--- src/rtl/core/itts_pkg.sv ---
// ----------------------------------------------------------------------------
// itts_pkg: shared types and constants of the interval task timer scheduler
// Table size, field widths, request kinds and the controller/datapath bundles.
// ----------------------------------------------------------------------------
package itts_pkg;

	localparam int TASK_SLOTS = 8;
	localparam int IDX_W      = 3;
	localparam int CNT_W      = 4;
	localparam int TIME_W     = 32;

	typedef enum logic [1:0] {
		KIND_ADD     = 2'd0,
		KIND_ENABLE  = 2'd1,
		KIND_DISABLE = 2'd2,
		KIND_UPDATE  = 2'd3
	} itts_kind_t;

	// controller to datapath
	typedef struct packed {
		logic cap;   // capture the accepted request
		logic op;    // execute add, enable or disable and emit its result
		logic step;  // evaluate one table entry of the scan
		logic fin;   // emit the closing result of a scan
	} itts_cmd_t;

	// datapath to controller
	typedef struct packed {
		logic is_update;
		logic scan_done;
		logic hit_report;
		logic pend_valid;
		logic out_free;
	} itts_stat_t;

endpackage

--- src/rtl/core/itts_if.sv ---
// ----------------------------------------------------------------------------
// itts_if: request and result channels of the scheduler
// Valid/ready channels; a beat moves at a clock edge with valid and ready high.
// ----------------------------------------------------------------------------
interface itts_req_if;
	logic        valid;
	logic        ready;
	logic [1:0]  kind;
	logic [31:0] now_time;
	logic [2:0]  task_index;
	logic [31:0] interval;
	logic        repeat_req;
	logic        has_action;

	modport source (output valid, kind, now_time, task_index, interval, repeat_req,
		has_action, input ready);
	modport sink (input valid, kind, now_time, task_index, interval, repeat_req,
		has_action, output ready);
endinterface

interface itts_rsp_if;
	logic        valid;
	logic        ready;
	logic        ok;
	logic [2:0]  result_index;
	logic        fired;
	logic [31:0] run_count;
	logic [3:0]  tasks_in_use;
	logic        last;

	modport source (output valid, ok, result_index, fired, run_count, tasks_in_use,
		last, input ready);
	modport sink (input valid, ok, result_index, fired, run_count, tasks_in_use,
		last, output ready);
endinterface

--- src/rtl/core/itts_ctrl.sv ---
// ----------------------------------------------------------------------------
// itts_ctrl: scheduler controller
// Sequences capture, single operations, the entry scan and the closing beat.
// ----------------------------------------------------------------------------
module itts_ctrl
	import itts_pkg::*;
(
	input  logic       clk,
	input  logic       arst_n,
	input  logic       in_valid,
	output logic       in_ready,
	input  itts_stat_t st,
	output itts_cmd_t  cmd
);

	typedef enum logic [1:0] {
		S_IDLE,
		S_OP,
		S_SCAN,
		S_FINAL
	} state_t;

	state_t state_q;

	always_comb begin
		in_ready = (state_q == S_IDLE);
		cmd      = '0;
		cmd.cap  = (state_q == S_IDLE) && in_valid;
		cmd.op   = (state_q == S_OP) && !st.is_update && st.out_free;
		// a reporting hit with a pending beat needs room in the output register
		cmd.step = (state_q == S_SCAN) && !st.scan_done &&
			!(st.hit_report && st.pend_valid && !st.out_free);
		cmd.fin  = (state_q == S_FINAL) && st.out_free;
	end

	always_ff @(posedge clk or negedge arst_n) begin
		if (!arst_n) begin
			state_q <= S_IDLE;
		end else begin
			unique case (state_q)
				S_IDLE: begin
					if (in_valid) state_q <= S_OP;
				end
				S_OP: begin
					if (st.is_update) state_q <= S_SCAN;
					else if (st.out_free) state_q <= S_IDLE;
				end
				S_SCAN: begin
					if (st.scan_done) state_q <= S_FINAL;
				end
				S_FINAL: begin
					if (st.out_free) state_q <= S_IDLE;
				end
				default: state_q <= S_IDLE;
			endcase
		end
	end

endmodule

--- src/rtl/core/itts_datapath.sv ---
// ----------------------------------------------------------------------------
// itts_datapath: task table, scan logic and result register
// Holds the request, the entry table, one pending fired beat and the output.
// ----------------------------------------------------------------------------
module itts_datapath
	import itts_pkg::*;
(
	input  logic              clk,
	input  logic              arst_n,
	input  logic [1:0]        kind,
	input  logic [TIME_W-1:0] now_time,
	input  logic [IDX_W-1:0]  task_index,
	input  logic [TIME_W-1:0] interval,
	input  logic              repeat_req,
	input  logic              has_action,
	input  itts_cmd_t         cmd,
	output itts_stat_t        st,
	itts_rsp_if.source        rsp
);

	// captured request
	itts_kind_t        kind_q;
	logic [TIME_W-1:0] now_q;
	logic [IDX_W-1:0]  idx_q;
	logic [TIME_W-1:0] ivl_q;
	logic              rep_q;
	logic              act_q;

	// task table
	logic [TIME_W-1:0] period_q    [TASK_SLOTS];
	logic [TIME_W-1:0] last_run_q  [TASK_SLOTS];
	logic [TIME_W-1:0] exec_cnt_q  [TASK_SLOTS];
	logic              en_q        [TASK_SLOTS];
	logic              rep_flag_q  [TASK_SLOTS];
	logic              act_flag_q  [TASK_SLOTS];
	logic [CNT_W-1:0]  used_q;

	// scan state
	logic [CNT_W-1:0]  scan_q;
	logic              pend_valid_q;
	logic [IDX_W-1:0]  pend_idx_q;
	logic [TIME_W-1:0] pend_cnt_q;

	// result register
	logic              out_valid_q;
	logic              ok_q;
	logic [IDX_W-1:0]  res_idx_q;
	logic              fired_q;
	logic [TIME_W-1:0] run_cnt_q;
	logic [CNT_W-1:0]  in_use_q;
	logic              last_q;

	logic [IDX_W-1:0]  addr;
	logic [TIME_W-1:0] elapsed;
	logic [TIME_W-1:0] next_cnt;
	logic              fire;
	logic              out_free;
	logic              not_full;
	logic              idx_used;
	logic              add_go;
	logic              ctl_go;

	always_comb begin
		unique case (kind_q)
			KIND_UPDATE: addr = scan_q[IDX_W-1:0];
			KIND_ADD:    addr = used_q[IDX_W-1:0];
			default:     addr = idx_q;
		endcase
	end

	assign elapsed  = now_q - last_run_q[addr];
	assign fire     = en_q[addr] && (elapsed >= period_q[addr]);
	assign next_cnt = exec_cnt_q[addr] + TIME_W'(1);
	assign out_free = !out_valid_q || rsp.ready;
	assign not_full = (used_q != CNT_W'(TASK_SLOTS));
	assign idx_used = (CNT_W'(idx_q) < used_q);
	assign add_go   = cmd.op && (kind_q == KIND_ADD) && not_full;
	assign ctl_go   = cmd.op && (kind_q != KIND_ADD) && idx_used;

	always_comb begin
		st            = '0;
		st.is_update  = (kind_q == KIND_UPDATE);
		st.scan_done  = (scan_q >= used_q);
		st.hit_report = fire && act_flag_q[addr];
		st.pend_valid = pend_valid_q;
		st.out_free   = out_free;
	end

	// request capture
	always_ff @(posedge clk) begin
		if (cmd.cap) begin
			kind_q <= itts_kind_t'(kind);
			now_q  <= now_time;
			idx_q  <= task_index;
			ivl_q  <= interval;
			rep_q  <= repeat_req;
			act_q  <= has_action;
		end
	end

	// table entries, written only at addr
	always_ff @(posedge clk) begin
		if (add_go) begin
			period_q[addr]   <= ivl_q;
			last_run_q[addr] <= now_q;
			exec_cnt_q[addr] <= '0;
			en_q[addr]       <= 1'b1;
			rep_flag_q[addr] <= rep_q;
			act_flag_q[addr] <= act_q;
		end else if (ctl_go) begin
			en_q[addr] <= (kind_q == KIND_ENABLE);
			if (kind_q == KIND_ENABLE) last_run_q[addr] <= now_q;
		end else if (cmd.step && fire) begin
			if (act_flag_q[addr]) exec_cnt_q[addr] <= next_cnt;
			if (rep_flag_q[addr]) last_run_q[addr] <= last_run_q[addr] + period_q[addr];
			else en_q[addr] <= 1'b0;
		end
	end

	// control state
	always_ff @(posedge clk or negedge arst_n) begin
		if (!arst_n) begin
			used_q       <= '0;
			scan_q       <= '0;
			pend_valid_q <= 1'b0;
			out_valid_q  <= 1'b0;
		end else begin
			if (add_go) used_q <= used_q + CNT_W'(1);
			if (cmd.cap) begin
				scan_q       <= '0;
				pend_valid_q <= 1'b0;
			end
			if (cmd.step) begin
				scan_q <= scan_q + CNT_W'(1);
				if (fire && act_flag_q[addr]) pend_valid_q <= 1'b1;
			end
			if (cmd.fin) pend_valid_q <= 1'b0;
			if (rsp.ready) out_valid_q <= 1'b0;
			if (cmd.op || cmd.fin ||
				(cmd.step && fire && act_flag_q[addr] && pend_valid_q)) begin
				out_valid_q <= 1'b1;
			end
		end
	end

	// pending beat and result payload
	always_ff @(posedge clk) begin
		if (cmd.step && fire && act_flag_q[addr]) begin
			pend_idx_q <= addr;
			pend_cnt_q <= next_cnt;
		end
		if (cmd.op) begin
			fired_q   <= 1'b0;
			run_cnt_q <= '0;
			last_q    <= 1'b1;
			if (kind_q == KIND_ADD) begin
				ok_q      <= not_full;
				res_idx_q <= not_full ? addr : '0;
				in_use_q  <= not_full ? used_q + CNT_W'(1) : used_q;
			end else begin
				ok_q      <= idx_used;
				res_idx_q <= idx_q;
				in_use_q  <= used_q;
			end
		end else if (cmd.fin) begin
			ok_q      <= 1'b1;
			res_idx_q <= pend_valid_q ? pend_idx_q : '0;
			fired_q   <= pend_valid_q;
			run_cnt_q <= pend_valid_q ? pend_cnt_q : '0;
			in_use_q  <= used_q;
			last_q    <= 1'b1;
		end else if (cmd.step && fire && act_flag_q[addr] && pend_valid_q) begin
			// push the earlier hit out; it is not the final beat
			ok_q      <= 1'b1;
			res_idx_q <= pend_idx_q;
			fired_q   <= 1'b1;
			run_cnt_q <= pend_cnt_q;
			in_use_q  <= used_q;
			last_q    <= 1'b0;
		end
	end

	assign rsp.valid        = out_valid_q;
	assign rsp.ok           = ok_q;
	assign rsp.result_index = res_idx_q;
	assign rsp.fired        = fired_q;
	assign rsp.run_count    = run_cnt_q;
	assign rsp.tasks_in_use = in_use_q;
	assign rsp.last         = last_q;

	a_used_bound: assert property (@(posedge clk) disable iff (!arst_n)
		used_q <= CNT_W'(TASK_SLOTS))
		else $error("entry count beyond table size");

	a_scan_bound: assert property (@(posedge clk) disable iff (!arst_n)
		scan_q <= used_q)
		else $error("scan pointer past used entries");

	a_push_room: assert property (@(posedge clk) disable iff (!arst_n)
		cmd.step && fire && act_flag_q[addr] && pend_valid_q |-> out_free)
		else $error("pending beat pushed into a full output register");

	a_fin_clears: assert property (@(posedge clk) disable iff (!arst_n)
		cmd.fin |=> !pend_valid_q && out_valid_q && last_q)
		else $error("closing beat did not drain the pending hit");

endmodule

--- src/rtl/core/interval_task_timer_scheduler.sv ---
// ----------------------------------------------------------------------------
// interval_task_timer_scheduler: table of interval timers scanned on request
// Top level joining the controller and the table datapath.
// ----------------------------------------------------------------------------
// Usage:
//   req carries one request per beat: add, enable, disable or update, each
//   with the current 32-bit time. rsp returns result beats; the final beat
//   of a request has last set.
//   Add, enable and disable produce one beat; after acceptance the request
//   waits in the operation state until the output register is free to load it.
//   Update scans the used entries one per cycle, while rsp does not stall,
//   through the table's single read/write address; at most 8 are in use.
//   Each fired task with an action yields a beat; with none, one empty beat.
//   req.ready is high only while no request is in progress. A finished beat
//   waiting in the output register does not block the next request.
//   When rsp stalls, the scan holds at a reporting entry until the previous
//   beat is taken; results are never dropped or reordered.
//   Reset clears the entry count, the output valid and the controller; the
//   table contents need no clearing since only added entries are read.
// ----------------------------------------------------------------------------
module interval_task_timer_scheduler
	import itts_pkg::*;
(
	input  logic       clk,
	input  logic       arst_n,
	itts_req_if.sink   req,
	itts_rsp_if.source rsp
);

	itts_cmd_t  cmd;
	itts_stat_t st;
	logic       in_ready;

	assign req.ready = in_ready;

	itts_ctrl u_ctrl (
		.clk      (clk),
		.arst_n   (arst_n),
		.in_valid (req.valid),
		.in_ready (in_ready),
		.st       (st),
		.cmd      (cmd)
	);

	itts_datapath u_datapath (
		.clk        (clk),
		.arst_n     (arst_n),
		.kind       (req.kind),
		.now_time   (req.now_time),
		.task_index (req.task_index),
		.interval   (req.interval),
		.repeat_req (req.repeat_req),
		.has_action (req.has_action),
		.cmd        (cmd),
		.st         (st),
		.rsp        (rsp)
	);

endmodule

--- src/flat_wrapper.sv ---
// flat-port wrapper written by rule: the top's interface ports become plain ports
module interval_task_timer_scheduler_flat import itts_pkg::*;
  (clk, arst_n, req_valid, req_kind, req_now_time, req_task_index, req_interval, req_repeat_req, req_has_action, req_ready, rsp_valid, rsp_ok, rsp_result_index, rsp_fired, rsp_run_count, rsp_tasks_in_use, rsp_last, rsp_ready);
  itts_req_if req_i ();
  itts_rsp_if rsp_i ();
  input  logic clk;
  input  logic arst_n;
  input wire logic [$bits(req_i.valid)-1:0] req_valid;
  input wire logic [$bits(req_i.kind)-1:0] req_kind;
  input wire logic [$bits(req_i.now_time)-1:0] req_now_time;
  input wire logic [$bits(req_i.task_index)-1:0] req_task_index;
  input wire logic [$bits(req_i.interval)-1:0] req_interval;
  input wire logic [$bits(req_i.repeat_req)-1:0] req_repeat_req;
  input wire logic [$bits(req_i.has_action)-1:0] req_has_action;
  output wire logic [$bits(req_i.ready)-1:0] req_ready;
  output wire logic [$bits(rsp_i.valid)-1:0] rsp_valid;
  output wire logic [$bits(rsp_i.ok)-1:0] rsp_ok;
  output wire logic [$bits(rsp_i.result_index)-1:0] rsp_result_index;
  output wire logic [$bits(rsp_i.fired)-1:0] rsp_fired;
  output wire logic [$bits(rsp_i.run_count)-1:0] rsp_run_count;
  output wire logic [$bits(rsp_i.tasks_in_use)-1:0] rsp_tasks_in_use;
  output wire logic [$bits(rsp_i.last)-1:0] rsp_last;
  input wire logic [$bits(rsp_i.ready)-1:0] rsp_ready;
  assign req_i.valid = req_valid;
  assign req_i.kind = req_kind;
  assign req_i.now_time = req_now_time;
  assign req_i.task_index = req_task_index;
  assign req_i.interval = req_interval;
  assign req_i.repeat_req = req_repeat_req;
  assign req_i.has_action = req_has_action;
  assign req_ready = req_i.ready;
  assign rsp_valid = rsp_i.valid;
  assign rsp_ok = rsp_i.ok;
  assign rsp_result_index = rsp_i.result_index;
  assign rsp_fired = rsp_i.fired;
  assign rsp_run_count = rsp_i.run_count;
  assign rsp_tasks_in_use = rsp_i.tasks_in_use;
  assign rsp_last = rsp_i.last;
  assign rsp_i.ready = rsp_ready;
  interval_task_timer_scheduler u_core (.clk(clk), .arst_n(arst_n), .req(req_i), .rsp(rsp_i));
endmodule
--- config.mk ---
export PLATFORM = sky130hd
export DESIGN_NAME = interval_task_timer_scheduler_flat
export DESIGN_NICKNAME = d
export VERILOG_FILES = /design/src/rtl/core/itts_pkg.sv /design/src/rtl/core/itts_if.sv /design/src/rtl/core/itts_ctrl.sv /design/src/rtl/core/itts_datapath.sv /design/src/rtl/core/interval_task_timer_scheduler.sv /design/src/flat_wrapper.sv
export SDC_FILE = /design/constraint.sdc
export NUM_CORES = 1
export LEC_CHECK = 0
export ABC_AREA = 1
export BUFFER_PORTS_ARGS = -buffer_cell sky130_fd_sc_hd__buf_2
export CAP_MARGIN = 0
export CORE_MARGIN = 2
export CORE_UTILIZATION = 40
export CTS_CLUSTER_DIAMETER = 40
export DETAILED_ROUTE_END_ITERATION = 6
export SLEW_MARGIN = 20
export SYNTH_ARGS = -nofsm -noshare
export SYNTH_HDL_FRONTEND = slang
export SYNTH_SLANG_ARGS = --single-unit
--- constraint.sdc ---
create_clock -name clk -period 7.8 [get_ports clk]
set_input_delay 0.39 -clock clk [delete_from_list [all_inputs] [get_ports clk]]
set_output_delay 0.39 -clock clk [all_outputs]
set_load 0.01 [all_outputs]
Yosys cells after proc, flatten, opt, wreduce, memory -nomap -nowiden:

Memories as Yosys holds them, arrays and structs flattened.
Cells that the tools add are included.

* memory bits (writable): 792
* memories: 6
* output and inout bits: 44
* register bits after elaboration: 160

Memories
* u_core.u_datapath.exec_cnt_q: depth 8, width 32, rd ports 1, clocked after Yosys merged registers in 0, write ports 1, line itts_datapath.sv:32 `logic [TIME_W-1:0] exec_cnt_q [TASK_SLOTS];`
* u_core.u_datapath.last_run_q: depth 8, width 32, rd ports 1, clocked after Yosys merged registers in 0, write ports 1, line itts_datapath.sv:31 `logic [TIME_W-1:0] last_run_q [TASK_SLOTS];`
* u_core.u_datapath.period_q: depth 8, width 32, rd ports 1, clocked after Yosys merged registers in 0, write ports 1, line itts_datapath.sv:30 `logic [TIME_W-1:0] period_q [TASK_SLOTS];`
* u_core.u_datapath.act_flag_q: depth 8, width 1, rd ports 1, clocked after Yosys merged registers in 0, write ports 1, line itts_datapath.sv:35 `logic act_flag_q [TASK_SLOTS];`
* u_core.u_datapath.en_q: depth 8, width 1, rd ports 1, clocked after Yosys merged registers in 0, write ports 1, line itts_datapath.sv:33 `logic en_q [TASK_SLOTS];`
* u_core.u_datapath.rep_flag_q: depth 8, width 1, rd ports 1, clocked after Yosys merged registers in 0, write ports 1, line itts_datapath.sv:34 `logic rep_flag_q [TASK_SLOTS];`

* reductions and logical operators: 34
* magnitude comparators: 3
* eq/ne operators: 8
* add/subtract/negate cells: 5
* muxes and demuxes: 62
* bitwise operators: 5

Operators with widths (number)
* $mux 32: 6
* $mux 1: 37
* $add 32x1->32 const B: 1
* $add 32x32->32: 1
* $ge 32x32->1: 1
* $sub 32x32->32: 1
* $mux 4: 7
* $mux 3: 6
* $logic_and 1x1->1: 17
* $add 4x1->4 const B: 2
* $mux 2: 4
* $pmux 2 s4: 1
* $reduce_bool 2->1: 4
* $eq 2x2->1 const B: 3
* $pmux 3 s2: 1
* $logic_not 1->1: 5
* $or 1x1->1: 5
* $eq 2x1->1 const B: 2
* $ge 4x4->1: 1
* $logic_not 2->1: 2
* $lt 3x4->1: 1
* $ne 2x2->1 const B: 2
* $ne 4x4->1 const B: 1
* $logic_or 1x1->1: 3
* other kinds (3): 3

Logic depth before layout (Yosys ltp):

An unclocked memory read counts as a cell.

* depth after elaboration: 17
* gate-level depth with buffers: 45
* gate-level depth less buffers: 39

Hierarchy:

A second synthesis with hierarchy kept.

* cell total of the unflattened synthesis: 3730
* area total of the unflattened synthesis: 42244.3 sq um

Modules (own cells, without submodules)
* itts_datapath: cells each 3708, sequential area each 28137.0 sq um, area each 42111.6 sq um, times used 1
* itts_ctrl: cells each 22, sequential area each 50.0 sq um, area each 132.6 sq um, times used 1

Least setup slack after synthesis:

No wires, ideal clock.

* path type: reg-to-reg
* start point: register u_core.u_datapath.kind_q[0]
* end point: memory u_core.u_datapath.exec_cnt_q[0][0], enable pin
* arrival time: 7178 ps
* cell stages (with the launch flop): 39
* clock period less this slack: 7600 ps
* path buffers: 5
* setup slack: 200 ps
* setup time: 421 ps
* path through: edfxtp_1 -> inv_1 -> ha_1 -> inv_2 -> or2_1 -> buf_6 -> nand2_8 -> buf_12 -> buf_8 -> buf_6 -> nand2_2 -> buf_2 -> o22ai_1 -> or4_1 -> inv_1 -> ha_1 -> inv_1 -> fa_1 -> (+3 left out) -> nand2_1 -> nand2_1 -> o21bai_1 -> a21oi_1 -> o21ai_0 -> a21oi_1 -> xnor2_1 -> ha_1 -> nand2_1 -> o21ai_0 -> nand2_1 -> nand3_1 -> a21oi_1 -> nand2_1 -> nand4_2 -> nor2_4 -> nor2_1 -> nor2_1

* word-level cells in the longest chain between the ends: 17
* elaborated cells on any way between the ends: 32

Ends and longest elaborated chain
* start: declaration: line itts_datapath.sv:22 `itts_kind_t kind_q;`
* start signal: assignment: line itts_datapath.sv:92 `kind_q <= itts_kind_t'(kind);`
* $eq 2x2->1 or $logic_not 2->1 (tied branches): line itts_datapath.sv:64, itts_datapath.sv:82, itts_datapath.sv:77
* $pmux 3 s2: line itts_datapath.sv:64 `unique case (kind_q)`
* $mem_v2 8x32
* $sub 32x32->32: line itts_datapath.sv:71 `assign elapsed = now_q - last_run_q[addr];`
* $ge 32x32->1: line itts_datapath.sv:72 `assign fire = en_q[addr] && (elapsed >= period_q[addr]);`
* $logic_and 1x1->1: line itts_datapath.sv:72
* $logic_and 1x1->1: line itts_datapath.sv:84 `st.hit_report = fire && act_flag_q[addr];`
* $logic_and 1x1->1 (2 in series): line itts_ctrl.sv:32 `!(st.hit_report && st.pend_valid && !st.out_free);`
* $logic_not 1->1: line itts_ctrl.sv:32
* $logic_and 1x1->1: line itts_ctrl.sv:31 `cmd.step = (state_q == S_SCAN) && !st.scan_done &&`
* $logic_and 1x1->1: line itts_datapath.sv:113 `end else if (cmd.step && fire) begin`
* $mux 1: line itts_datapath.sv:113
* $mux 1: line itts_datapath.sv:110 `end else if (ctl_go) begin`
* $mux 1: line itts_datapath.sv:103 `if (add_go) begin`
* $mux 1 (not written as such): line itts_datapath.sv:114 `if (act_flag_q[addr]) exec_cnt_q[addr] <= next_cnt;`
* $or 1x1->1 (no source line)
* end: declaration: line itts_datapath.sv:32

Parallel ways exist; a longest one is shown, timed or not.

Worst setup path in the final report:

* start point: register u_core.u_datapath.kind_q[0]
* end point: memory u_core.u_datapath.last_run_q[0][23] (data pin)

* word-level cells in the longest chain between the ends: 17
* elaborated cells on any way between the ends: 32

Ends and longest elaborated chain
* $eq 2x2->1 or $logic_not 2->1 (tied branches): line itts_datapath.sv:64, itts_datapath.sv:82, itts_datapath.sv:77
* $pmux 3 s2: line itts_datapath.sv:64
* $mem_v2 8x32
* $sub 32x32->32: line itts_datapath.sv:71
* $ge 32x32->1: line itts_datapath.sv:72
* $logic_and 1x1->1: line itts_datapath.sv:72
* $logic_and 1x1->1: line itts_datapath.sv:84
* $logic_and 1x1->1 (2 in series): line itts_ctrl.sv:32
* $logic_not 1->1: line itts_ctrl.sv:32
* $logic_and 1x1->1: line itts_ctrl.sv:31
* $logic_and 1x1->1: line itts_datapath.sv:113
* $mux 1: line itts_datapath.sv:113
* $mux 1: line itts_datapath.sv:110
* $mux 1: line itts_datapath.sv:103
* $mux 1 (not written as such): line itts_datapath.sv:115 `if (rep_flag_q[addr]) last_run_q[addr] <= last_run_q[addr] + period_q[addr];`
* $mux 32 (no source line) (*)
* end: declaration: line itts_datapath.sv:31

Every way passes the cells marked *; elsewhere a longest branch is shown, timed or not.

==> impl_metrics.toml <==
[run_status]
status = "complete, no violations"

[sta]
rsz0062_at_grt = "no"
timing.fmax_mhz = 138.6
hold_viol = 0
tns_ns = 0
max-slew-margin-rel_pct = 34.64
fin_crit_ns = 7.216
skew_ns = 0.03589
fin_crit_sh_pct = 92.51
fin_ws_ns = 0.5844
final_max_slew_viol_count = 0
holdWs_ns = 0.1186
setup_viol = 0
tightest_slew_ns = 0.9701

[placement]
dp.cells = 5100
globalplace.congestion = 0.9310
dp_slack_ns = 0.06271
port_buffers = 118
dp_hpwl_um = 73850

[setup_path]
max_stage_delay_ns = 0.55
critical_path_class = "flop to flop"
crit_path_start_kind = "flop"
path_max_fanout = 34
cp_data_arrival_time_ns = 7.59
reg2regPathDepth = 41
cp.required_ns = 8.18
r2r_start = "u_core.u_datapath.kind_q[0]"
crit_path_end_kind = "flop"
cp_common_cell = "nand2_1"
slowest_stage = "or4_1"
startpoint = "u_core.u_datapath.kind_q[0]"

[cells_and_area]
layout_commonest_cell = "nand2_1"
drive_gt1_share_pct = 13.34
final_core_util_pct = 48.32
final_nets = 4110
diodes = 0
areaGrowthSynthToFinish_pct = 19.55
stdcell_count = 5405
final_cell_mix = "1050 x nand2_1, 906 x edfxtp_1, 282 x inv_1"

[global_route]
grt_max_degree = 72
grt_first_pass_wirelength_um = 169600
grt_usage_pct = 21.05
grt_pass1_vias = 27460
grt_remaining_overflow = 0
antenna_found_initial = 4

[clock_network]
tritoncts = "yes"
clock-root-buffer = "clkbuf_16"
numCtsBuffers = 130
clk_pin_slew_ns = 0.05
cts.sinks = 952
clockBufferDepth = 3
cts.htree.levels = 4
cts_setup_buffers = 0
clk_latency_ns = 0.75

[synth]
async_flop_share_pct = 1.261
synth_area_um2 = 41950
seq_area_frac_synth_pct = 67.19
synth_nets = 3810
syn_area_per_cell_um2 = 11.57
ys_ff_latch = 952
synth_flop_cell = "edfxtp_1"
synth.distinct_cells = 59
synth-edff-count = 906
syn_inst = 3625
yosys_warnings = 0

[pwr]
ir_drop_mv = 0.2717
p_leak_nw = 19.58
power_density_nw_per_um2 = 469.1
swShare_pct = 42.15
p_int_mw = 13.61
switching_power_mw = 9.919
power_frac_comb_pct = 45.8
seqPwrFrac_pct = 28.1
power.clock.fraction_pct = 26.1

[drt]
dr_total_vias = 28480
ant_nets = 0
viasPerCell = 5.270
drt_pre_antenna_iters = 6
first_iter_violations = 2619
wl_per_cell_um = 21.02
wl_um = 113600
drc = 0

[die]
die_w_um = 327.9
die_h_um = 327.9
ioPinCount = 119
row_count = 118
start_util_pct = 40.42
coreArea_um2 = 103800
die-area_um2 = 107500

[min_path]
min_path_type = "primary input to flop"
min_delay_path_depth = 5
hold_path.startpoint = "req_valid"

[job]
cap_violations = 0
-- flip-flops by register name (all words and copies together), names as in the netlist, 4 cells and up --
signal / count
u_core.u_datapath.rsp.run_count: 32
u_core.u_datapath.rsp.tasks_in_use: 4
u_core.u_datapath.pend_cnt_q: 32
u_core.u_datapath.act_flag_q: 8
u_core.u_datapath.en_q: 8
u_core.u_datapath.scan_q: 4
u_core.u_datapath.period_q: 256
u_core.u_datapath.ivl_q: 32
u_core.u_datapath.exec_cnt_q: 256
u_core.u_datapath.last_run_q: 256
u_core.u_datapath.rep_flag_q: 8
u_core.u_datapath.used_q: 4
u_core.u_datapath.now_q: 32
-- critical path: cells and delay by family (launching register included) --
family          cells  cell delay (ns)
compound gates      5             0.53
xor+xnor            1             0.16
fa+ha+maj           4             1.12
buf+inv            11             1.59
flops               1             0.41
simple gates       20             3.02
-- final timing paths --
check | end | slack, ns
hold reg to reg | u_core.u_datapath.rsp.last | 0.44
min in group asynchronous | u_core.u_datapath.rsp.valid | 0.13
setup / recovery | u_core.u_datapath.last_run_q[0][23] | 0.58
max in group asynchronous | u_core.u_datapath.used_q[0] | 7.42
hold / removal | u_core.u_ctrl.state_q[0] | 0.12
setup reg to reg | u_core.u_datapath.last_run_q[0][23] | 0.58
-- logic make-up (layout without fill, tap and decap cells) --
group | Yosys count | count (layout) | share of synthesized area, %
DFF | 952 | 952 | 67.19
xor gates and xnor gates | 71 | 71 | 1.500
and+or+nand+nor | 1563 | 1563 | 15.36
AOI/OAI and AO/OA | 494 | 494 | 8.157
buffers and inverters | 435 | 835 | 4.479
adders and majority gates | 110 | 110 | 3.316
-- power groups by stage --
stage	registers, mW	logic, mW	clock network, mW
final	6.60	10.8	6.14
after global placement	6.70	10.5	0
after global routing	6.64	11.9	6.45
after floorplan	6.65	6.97	0
after detailed placement	6.71	10.5	0
after CTS	6.61	10.6	6.24
-- per-layer routing --
metal	wire, um	vias to the layer above	global-route usage (%)	part of all wire (%)
li1	-	13400	-	-
met1	49810	13940	28.66	44
met4	2910	2	7.389	2.6
met5	16	-	0	0.014
met2	53270	969	33.90	47
met3	7604	166	3.835	6.7
-- layout make-up --
class / count / area, um2
Clock inverter: 84 / 1162
Tap cell: 1380 / 1727
Inverter: 297 / 1127
Fill cell: 9097 / 53640
Sequential cell: 952 / 28190
Timing Repair Buffer: 306 / 2385
Multi-Input combinational cell: 2238 / 12170
Clock buffer: 148 / 3395
-- what timing repair did --
action,in CTS,in global routing
setup endpoints to repair,0,1001
hold endpoints to repair,84,0
hold buffers,73,0
gates resized for setup,0,51
-- cell usage after synthesis, types with 34 or more instances --
library cell	count	area share [%]
nand2_1	1051	9.4
edfxtp_1	906	65
inv_1	288	2.6
nor2_1	207	1.9
nand3_1	205	2.4
a22o_1	124	2.6
a21oi_1	114	1.4
ha_1	108	3.2
o21ai_0	93	1.1
a221oi_1	83	1.7
clkbuf_1	52	0.47
buf_2	46	0.55
xor2_1	43	0.90
nand4_1	38	0.57
dfxtp_1	34	1.6
-- stage by stage --
step           area, um2  total power [mW]
5_1_grt            50160             24.97
6_report           50160             23.53
2_1_floorplan      41950             13.63
4_1_cts            50070             23.41
3_5_place_dp       44780             17.17
3_3_place_gp       44780             17.19
Power figures use the tool's default switching activity.
